## src/hdl/dsl_pkg.sv

```systemverilog
`timescale 1ns / 1ps

package dsl_pkg;

    // default store sizes
    localparam int IN_MAX_DEF  = 64;
    localparam int OUT_MAX_DEF = 64;

    // item modes
    localparam logic [1:0] MODE_WEIGHT = 2'd0;
    localparam logic [1:0] MODE_BIAS   = 2'd1;
    localparam logic [1:0] MODE_FEED   = 2'd2;

    // register map
    localparam logic REG_INPUT_COUNT  = 1'b0;
    localparam logic REG_OUTPUT_COUNT = 1'b1;
    localparam logic [6:0] COUNT_RESET = 7'd64;

    // e^(-1/16) in q0.32
    localparam logic [63:0] EXP_STEP_Q32 = 64'd4034748382;

    typedef struct packed {
        logic [1:0]         mode;
        logic [5:0]         row;
        logic [5:0]         col;
        logic signed [15:0] value;
        logic               last_element;
    } in_item_t;

    typedef struct packed {
        logic [5:0]  neuron;
        logic [15:0] activation;
        logic        last_output;
    } out_item_t;

    // controller to datapath
    typedef struct packed {
        logic accept;
        logic bias_rd;
        logic mac_rd;
        logic sat_en;
        logic emit;
        logic last;
    } dsl_cmd_t;

    // datapath to controller
    typedef struct packed {
        logic out_free;
    } dsl_stat_t;

    // sigmoid over [-8,8) in 1/16 bins, q0.16; evaluated at elaboration only
    function automatic logic [255:0][15:0] build_sigmoid();
        logic [255:0][15:0] t;
        logic [63:0] p;
        logic [63:0] den;
        logic [63:0] num;
        logic [63:0] rem;
        logic [63:0] s;
        t = '0;
        p = 64'd1 << 32;
        for (int k = 0; k <= 128; k++)
        begin
            den = (64'd1 << 32) + p;
            num = (64'd1 << 48) + (den >> 1);
            rem = '0;
            s   = '0;
            // restoring long division, one quotient bit per step
            for (int i = 49; i >= 0; i--)
            begin
                rem = {rem[62:0], num[i]};
                if (rem >= den)
                begin
                    rem  = rem - den;
                    s[i] = 1'b1;
                end
            end
            if (s > 64'd65536)
            begin
                s = 64'd65536;
            end
            if (k < 128)
            begin
                t[128 + k] = (s > 64'd65535) ? 16'hFFFF : s[15:0];
            end
            if (k > 0)
            begin
                t[128 - k] = 16'(64'd65536 - s);
            end
            p = (p * EXP_STEP_Q32 + (64'd1 << 31)) >> 32;
        end
        return t;
    endfunction

    localparam logic [255:0][15:0] SIG_TABLE = build_sigmoid();

endpackage

```

## src/hdl/dsl_ctrl.sv

```systemverilog
`timescale 1ns / 1ps

module dsl_ctrl #(
    parameter int IN_MAX  = 64,
    parameter int OUT_MAX = 64
) (
    input  logic                                        clk,
    input  logic                                        rst_n,
    input  logic                                        in_valid,
    input  dsl_pkg::in_item_t                           in_item,
    input  logic [$clog2(IN_MAX + 1) - 1:0]             n_in,
    input  logic [$clog2(OUT_MAX + 1) - 1:0]            n_out,
    input  dsl_pkg::dsl_stat_t                          stat,
    output dsl_pkg::dsl_cmd_t                           cmd,
    output logic [((IN_MAX > 1) ? $clog2(IN_MAX) : 1) - 1:0]   col,
    output logic [((OUT_MAX > 1) ? $clog2(OUT_MAX) : 1) - 1:0] row,
    output logic                                        in_stall
);
    import dsl_pkg::*;

    localparam int CW   = (IN_MAX > 1) ? $clog2(IN_MAX) : 1;
    localparam int RW   = (OUT_MAX > 1) ? $clog2(OUT_MAX) : 1;
    localparam int CNTW = $clog2(IN_MAX + 1);
    localparam int NOW  = $clog2(OUT_MAX + 1);

    localparam logic [2:0] ST_IDLE  = 3'd0;
    localparam logic [2:0] ST_BIAS  = 3'd1;
    localparam logic [2:0] ST_MAC   = 3'd2;
    localparam logic [2:0] ST_DRAIN = 3'd3;
    localparam logic [2:0] ST_SAT   = 3'd4;
    localparam logic [2:0] ST_EMIT  = 3'd5;

    logic [2:0]    state_reg, state_next;
    logic [RW-1:0] row_reg, row_next;
    logic [CW-1:0] col_reg, col_next;
    logic          drain_reg, drain_next;
    logic          accept;
    logic          col_last;
    logic          row_last;

    assign in_stall = (state_reg != ST_IDLE);
    assign accept   = in_valid && !in_stall;
    assign col_last = (col_reg == CW'(n_in - CNTW'(1)));
    assign row_last = (row_reg == RW'(n_out - NOW'(1)));
    assign col      = col_reg;
    assign row      = row_reg;

    always_comb
    begin
        state_next  = state_reg;
        row_next    = row_reg;
        col_next    = col_reg;
        drain_next  = drain_reg;
        cmd         = '0;
        cmd.accept  = accept;
        cmd.last    = row_last;
        case (state_reg)
            ST_IDLE:
            begin
                if (accept && in_item.mode == MODE_FEED && in_item.last_element)
                begin
                    row_next   = '0;
                    state_next = ST_BIAS;
                end
            end
            ST_BIAS:
            begin
                cmd.bias_rd = 1'b1;
                col_next    = '0;
                state_next  = ST_MAC;
            end
            ST_MAC:
            begin
                cmd.mac_rd = 1'b1;
                col_next   = col_reg + CW'(1);
                if (col_last)
                begin
                    drain_next = 1'b0;
                    state_next = ST_DRAIN;
                end
            end
            ST_DRAIN:
            begin
                // read and multiply stages still in flight
                drain_next = 1'b1;
                if (drain_reg)
                begin
                    state_next = ST_SAT;
                end
            end
            ST_SAT:
            begin
                cmd.sat_en = 1'b1;
                state_next = ST_EMIT;
            end
            ST_EMIT:
            begin
                if (stat.out_free)
                begin
                    cmd.emit = 1'b1;
                    if (row_last)
                    begin
                        state_next = ST_IDLE;
                    end
                    else
                    begin
                        row_next   = row_reg + RW'(1);
                        state_next = ST_BIAS;
                    end
                end
            end
            default:
            begin
                state_next = ST_IDLE;
            end
        endcase
    end

    always_ff @(posedge clk or negedge rst_n)
    begin
        if (!rst_n)
        begin
            state_reg <= ST_IDLE;
            row_reg   <= '0;
            col_reg   <= '0;
            drain_reg <= 1'b0;
        end
        else
        begin
            state_reg <= state_next;
            row_reg   <= row_next;
            col_reg   <= col_next;
            drain_reg <= drain_next;
        end
    end

endmodule

```

## config.mk

```make
export PLATFORM = sky130hd
export DESIGN_NAME = dsl_ctrl
export DESIGN_NICKNAME = d
export VERILOG_FILES = /design/src/hdl/dsl_pkg.sv /design/src/hdl/dsl_ctrl.sv
export SDC_FILE = /design/constraint.sdc
export NUM_CORES = 1
export LEC_CHECK = 0
export ABC_AREA = 1
export ABC_CLOCK_PERIOD_IN_PS = 1600
export BUFFER_PORTS_ARGS = -buffer_cell sky130_fd_sc_hd__buf_4
export CORE_ASPECT_RATIO = 1.1
export CORE_MARGIN = 2
export CORE_UTILIZATION = 42
export DETAILED_ROUTE_END_ITERATION = 12
export MAX_ROUTING_LAYER = met4
export PLACE_DENSITY_LB_ADDON = 0.12
export SYNTH_ARGS = -nofsm -noshare
export SYNTH_HDL_FRONTEND = slang
export SYNTH_SLANG_ARGS = --single-unit
```

## constraint.sdc

```tcl
create_clock -name clk -period 1.6 [get_ports clk]
set_clock_uncertainty 0.2 [all_clocks]
set_input_delay 0.24 -clock clk [delete_from_list [all_inputs] [get_ports clk]]
set_output_delay 0.24 -clock clk [all_outputs]
set_load 0.01 [all_outputs]
```

Yosys cells after proc, flatten, opt, wreduce, memory -nomap -nowiden
Index checks and enable logic that the tools add are counted.
{"block": "classes", "div": 0, "multipliers": 0, "n_eq_ne": 13, "n_lt_le_gt_ge": 0, "bitwise": 0, "mux": 18, "add_sub_neg": 4, "shift": 0, "reduce_logical": 12}
{"operator": "6-bit case mux with 2 select lines", "count": 2}
{"operator": "6-bit 2-to-1 mux", "count": 3}
{"operator": "3-bit case mux with 6 select lines", "count": 1}
{"operator": "6-bit by 1-bit adder with 6-bit output, second input constant", "count": 2}
{"operator": "6-bit == test", "count": 2}
{"operator": "3-bit 2-to-1 mux", "count": 4}
{"operator": "6-bit by 1-bit subtractor with 6-bit output, second input constant", "count": 2}
{"operator": "2-bit inequality test, second input constant", "count": 5}
{"operator": "4-bit AND reduction", "count": 2}
{"operator": "1-bit 2-to-1 mux", "count": 7}
{"operator": "3-bit by 2-bit == test with 1-bit output, second input constant", "count": 2}
{"operator": "3-bit == test, second input constant", "count": 2}
{"operator": "2-bit nonzero test", "count": 3}
{"operator": "3-bit by 1-bit == test with 1-bit output, second input constant", "count": 1}
{"operator": "1-bit logical AND", "count": 3}
{"operator": "3-bit zero test", "count": 1}
{"operator": "3-bit nonzero test", "count": 1}
{"operator": "2-bit == test, second input constant", "count": 1}
{"operator": "1-bit case mux with 2 select lines", "count": 1}
{"operator": "2-bit AND reduction", "count": 1}
{"operator": "1-bit zero test", "count": 1}
{"block": "totals", "latchBits": 0, "mem_bits_ro": 0, "n_memories": 0, "ff_bits": 16, "out_inout_bits": 19, "in_bits": 49, "ram_bits": 0}

Depth between registers and ports, before layout
{"block": "logic_depth", "depth_word": 7, "mapped_depth": 14, "ltp_nobuf": 14}

Worst setup path after synthesis
OpenSTA, ideal clock, no wires.
{"block": "synth_path", "path_kind": "input -> register", "start": "input port n_out[0]", "end": "register row_reg[1] (netlist: row[1])", "path_slack_ns": -0.009, "n_path_buf": 0, "required_time_ns": 1.283, "path_stages": 10, "arrival_time_ns": 1.292, "setup_ns": 0.117, "cell_sequence": "inv_1 ha_1 xor2_1 nand3_1 nor2_1 nand3_1 nand2_1 nand2_2 nand3b_1 nand2_1"}
{"block": "synth_between", "elab_chain_cells": 4}
{"element": "start: declaration", "line_no": "dsl_ctrl.sv:12", "rtl": "input logic [$clog2(OUT_MAX + 1) - 1:0] n_out,"}
{"element": "6-bit by 1-bit subtractor with 6-bit output", "line_no": "dsl_ctrl.sv:44", "rtl": "assign row_last = (row_reg == RW'(n_out - NOW'(1)));"}
{"element": "6-bit == test", "line_no": "dsl_ctrl.sv:44"}
{"element": "2-bit inequality test (no line)"}
{"element": "4-bit AND reduction (no line)"}
{"element": "end signal: assignment", "line_no": "dsl_ctrl.sv:131", "rtl": "row_reg <= row_next;"}
{"element": "end: declaration", "line_no": "dsl_ctrl.sv:34", "rtl": "logic [RW-1:0] row_reg, row_next;"}
Every way passes these cells.
A chain may end at the register's enable or synchronous reset.

Worst setup path after layout
{"block": "layout_path", "start": "register row_reg[4] (netlist: row[4])", "end": "register state_reg[0]"}
{"block": "layout_between", "elab_chain_cells": 4}
{"element": "6-bit == test", "line_no": "dsl_ctrl.sv:44"}
{"element": "1-bit 2-to-1 mux", "line_no": "dsl_ctrl.sv:101", "rtl": "if (row_last)"}
{"element": "3-bit 2-to-1 mux", "line_no": "dsl_ctrl.sv:98", "rtl": "if (stat.out_free)"}
{"element": "3-bit case mux with 6 select lines", "line_no": "dsl_ctrl.sv:57", "rtl": "case (state_reg)"}
{"element": "end signal: assignment", "line_no": "dsl_ctrl.sv:130", "rtl": "state_reg <= state_next;"}
{"element": "end: declaration", "line_no": "dsl_ctrl.sv:33", "rtl": "logic [2:0] state_reg, state_next;"}
Every way passes these cells. The select of a mux whose other input is x is not followed.

==> flow_summary.toml <==
[clocking]
insertion_delay_ps = 290
clk_pin_slew_ps = 90
htreeDepth = 1
cts_tree = "built"
cts_made_buffers = 3
cts_buffer_depth = 2
root_buffer = "clkbuf_4"
numClockSinks = 16

[logic_synthesis]
yosys_warnings = 0
yosysMostFrequentCell = "nand2_1"
synth-async-reset-ratio_pct = 100.0
synthTopCellsByCount = "nand2_1 (66), inv_1 (33), nand3_1 (27)"
synth_edf_count = 0
syn_inst = 210
ys_seq_elements = 16
synth_top_cell_area_share_pct = 28.80
synth.distinct_cells = 28
yosysTopAreaCell = "dfrtp_1"
yosysSeqAreaShare_pct = 28.80
synth_area_leaders = "dfrtp_1 (29%), nand2_1 (18%), nand3_1 (9.7%)"
synthFlopType = "dfrtp_1"
syn-num-nets = 263
syn_avg_cell_area_um2 = 6.619
syn_area_um2 = 1390

[setup_path]
rr_endpoint = "state_reg[0]"
timing.rr.start = "row[4]"
worst-path-buf-inv = 2
reg2reg_depth = 12
endpoint_kind = "flop"
path_cells = "nand2_1 > nand2_1 > nand2_1 > nand3_1 > nor2_1 > nand3_1 > buf_4 > buf_6 > nand2_4 > nand4_1 > nand2_1 > nand2_1"
path_class = "reg -> reg"
cp.arrival_ps = 1800
crit_family = "simple AND/OR/NAND/NOR gates"
cp_slowest_stage_delay_ps = 440
critPathRequiredTime_ps = 1590
critPathSlowestCell = "dfrtp_1"
r2r_slack_ps = -210
path_max_fanout = 5
crit_path_frequent_cell = "nand2_1"
startpoint_type = "flop"

[floorplanning]
die_width_um = 58.85
die_area_um2 = 3786
start_util_pct = 44.83
row_count = 21
core_um2 = 3100
die_h_um = 64.34
ios = 68

[final_layout]
antenna_cells = 0
postLayoutCellArea_um2 = 2195
fin_nets = 343
seq_area_um2 = 401.6
multi_input_area_um2 = 930.9
area_delta_synth_final_pct = 57.88
drive_gt1_share_pct = 39.79
fillers = 275

[status]
violations = "DRC, setup timing"
status = "finished with violations"

[placement]
dpl.hpwl_um = 2576
placed_cell_area_um2 = 1893
dpl_worst_slack_ps = -228.8
routabilityCongestion = 0.8494
io_buffers = 37

[grt]
gr-usage-all-layers_pct = 20.03
grt_pass1_wl_um = 5802
grt_overflow = 0
antenna_found_initial = 0
grt_max_degree = 17
grt_pass1_vias = 1376

[worst_hold_path]
hold_path_class = "in -> reg"
min_to = "state_reg[2]"
holdCritStartpoint = "stat"
holdPathStages = 5

[timing]
relSlewSlack_pct = 85.32
rsz0062_at_grt = "true"
fin_setup_tns_ps = -2063
worst_pin_slew_ps = 220.2
timing_hold_violations_final = 0
report.final.setup_viol = 16
drv_slew = 0
fin_crit_ps = 1813
finalWorstSetupSlack_ps = -213.2
fin_crit_sh_pct = 113.3
fmax_mhz = 551.5

[drt]
wirelength_um = 3858
antenna_left = 0
wl_per_cell_um = 11.94
drcViolationCount = 2
num_vias = 1542
vias_per_cell = 4.774
drt_iter0_markers = 84
first_pass_iters = 8

[pwr]
p_per_area_nw_per_um2 = 1170
peakVddDrop_uv = 1190
leakage_nw = 1.228

[flow_run]
drv_cap = 0
-- area by class of cell --
class                   count  area share [%]
clock buffers               4           1.653
multi-input cells         153           42.42
inverters                  38           6.613
flip-flops and latches     16           18.30
repair buffers             78           29.08
well taps                  34           1.938
-- per-stage QoR --
stage                     power, mW  hold WS [ps]  util, %  std cells
final                         2.568         133.0    70.78        323
after global routing          2.737         136.7    70.78        323
after floorplan               1.291        -255.6        -        210
after CTS                     2.197         127.5    65.70        317
after detailed placement      1.784        -83.79    61.06        305
after global placement        1.772        -87.88    61.06        305
-- cell usage in the layout, fill, tap and decap left out, types with 2 or more instances in the layout --
cell and instances:
buf_4 66, nand2_1 64, inv_1 28, nand3_1 26, nor2_1 15, dfrtp_1 15
buf_6 10, inv_2 9, xor2_1 8, nor2_4 5, nor3_4 4, ha_1 4
xnor2_1 3, nand2_4 3, clkbuf_4 3, nor2_2 2, nand2_2 2, nand3b_1 2
o21ai_0 2, nand4_1 2
-- worst reg2reg max path, delay by kind of cell, from the launching register on --
kind	cells	cell delay, ps
buf+inv	2	260
flops	1	440
simple gates	10	820
-- kinds of logic after synthesis --
logic type               share of synthesized area (%)
AO/OA/AOI/OAI                                    3.601
XOR/XNOR                                         7.561
adder cells (fa/ha/maj)                          3.601
buffers and inverters                            11.88
flip-flops                                       28.80
multiplexers                                    0.8100
AND/OR/NAND/NOR                                  43.74
-- worst max path at each step --
stage	depth (start not counted)	to	from
2_1_floorplan	9	state_reg[0]	state_reg[0]
3_3_place_gp	12	state_reg[0]	n_in[0]
3_5_place_dp	12	state_reg[0]	n_in[0]
4_1_cts	9	cmd[0]	row[4]
5_1_grt	9	cmd[0]	row[4]
6_report	12	state_reg[0]	row[4]
-- timing repair --
item,in CTS,in global routing
setup endpoints to repair,17,19
hold buffers,1,0
gates cloned,0,0
endpoints found under the hold margin,16,0
setup buffers,8,7
pin swaps,3,6
gates resized for setup,11,26
-- report_power, final --
part	switching [mW]	internal [mW]
sequential	0.0898	0.485
combinational	0.918	0.808
clock	0.129	0.139
total	1.14	1.43
-- metal layers --
layer	vias to the layer above	global-route usage (%)	routed length [µm]
li1	811	-	-
met1	694	25.38	1733
met2	31	33.47	1950
met3	6	2.429	131
met4	0	5.114	42
met5	-	-	0
No activity file was read; power rests on OpenSTA's default activity.
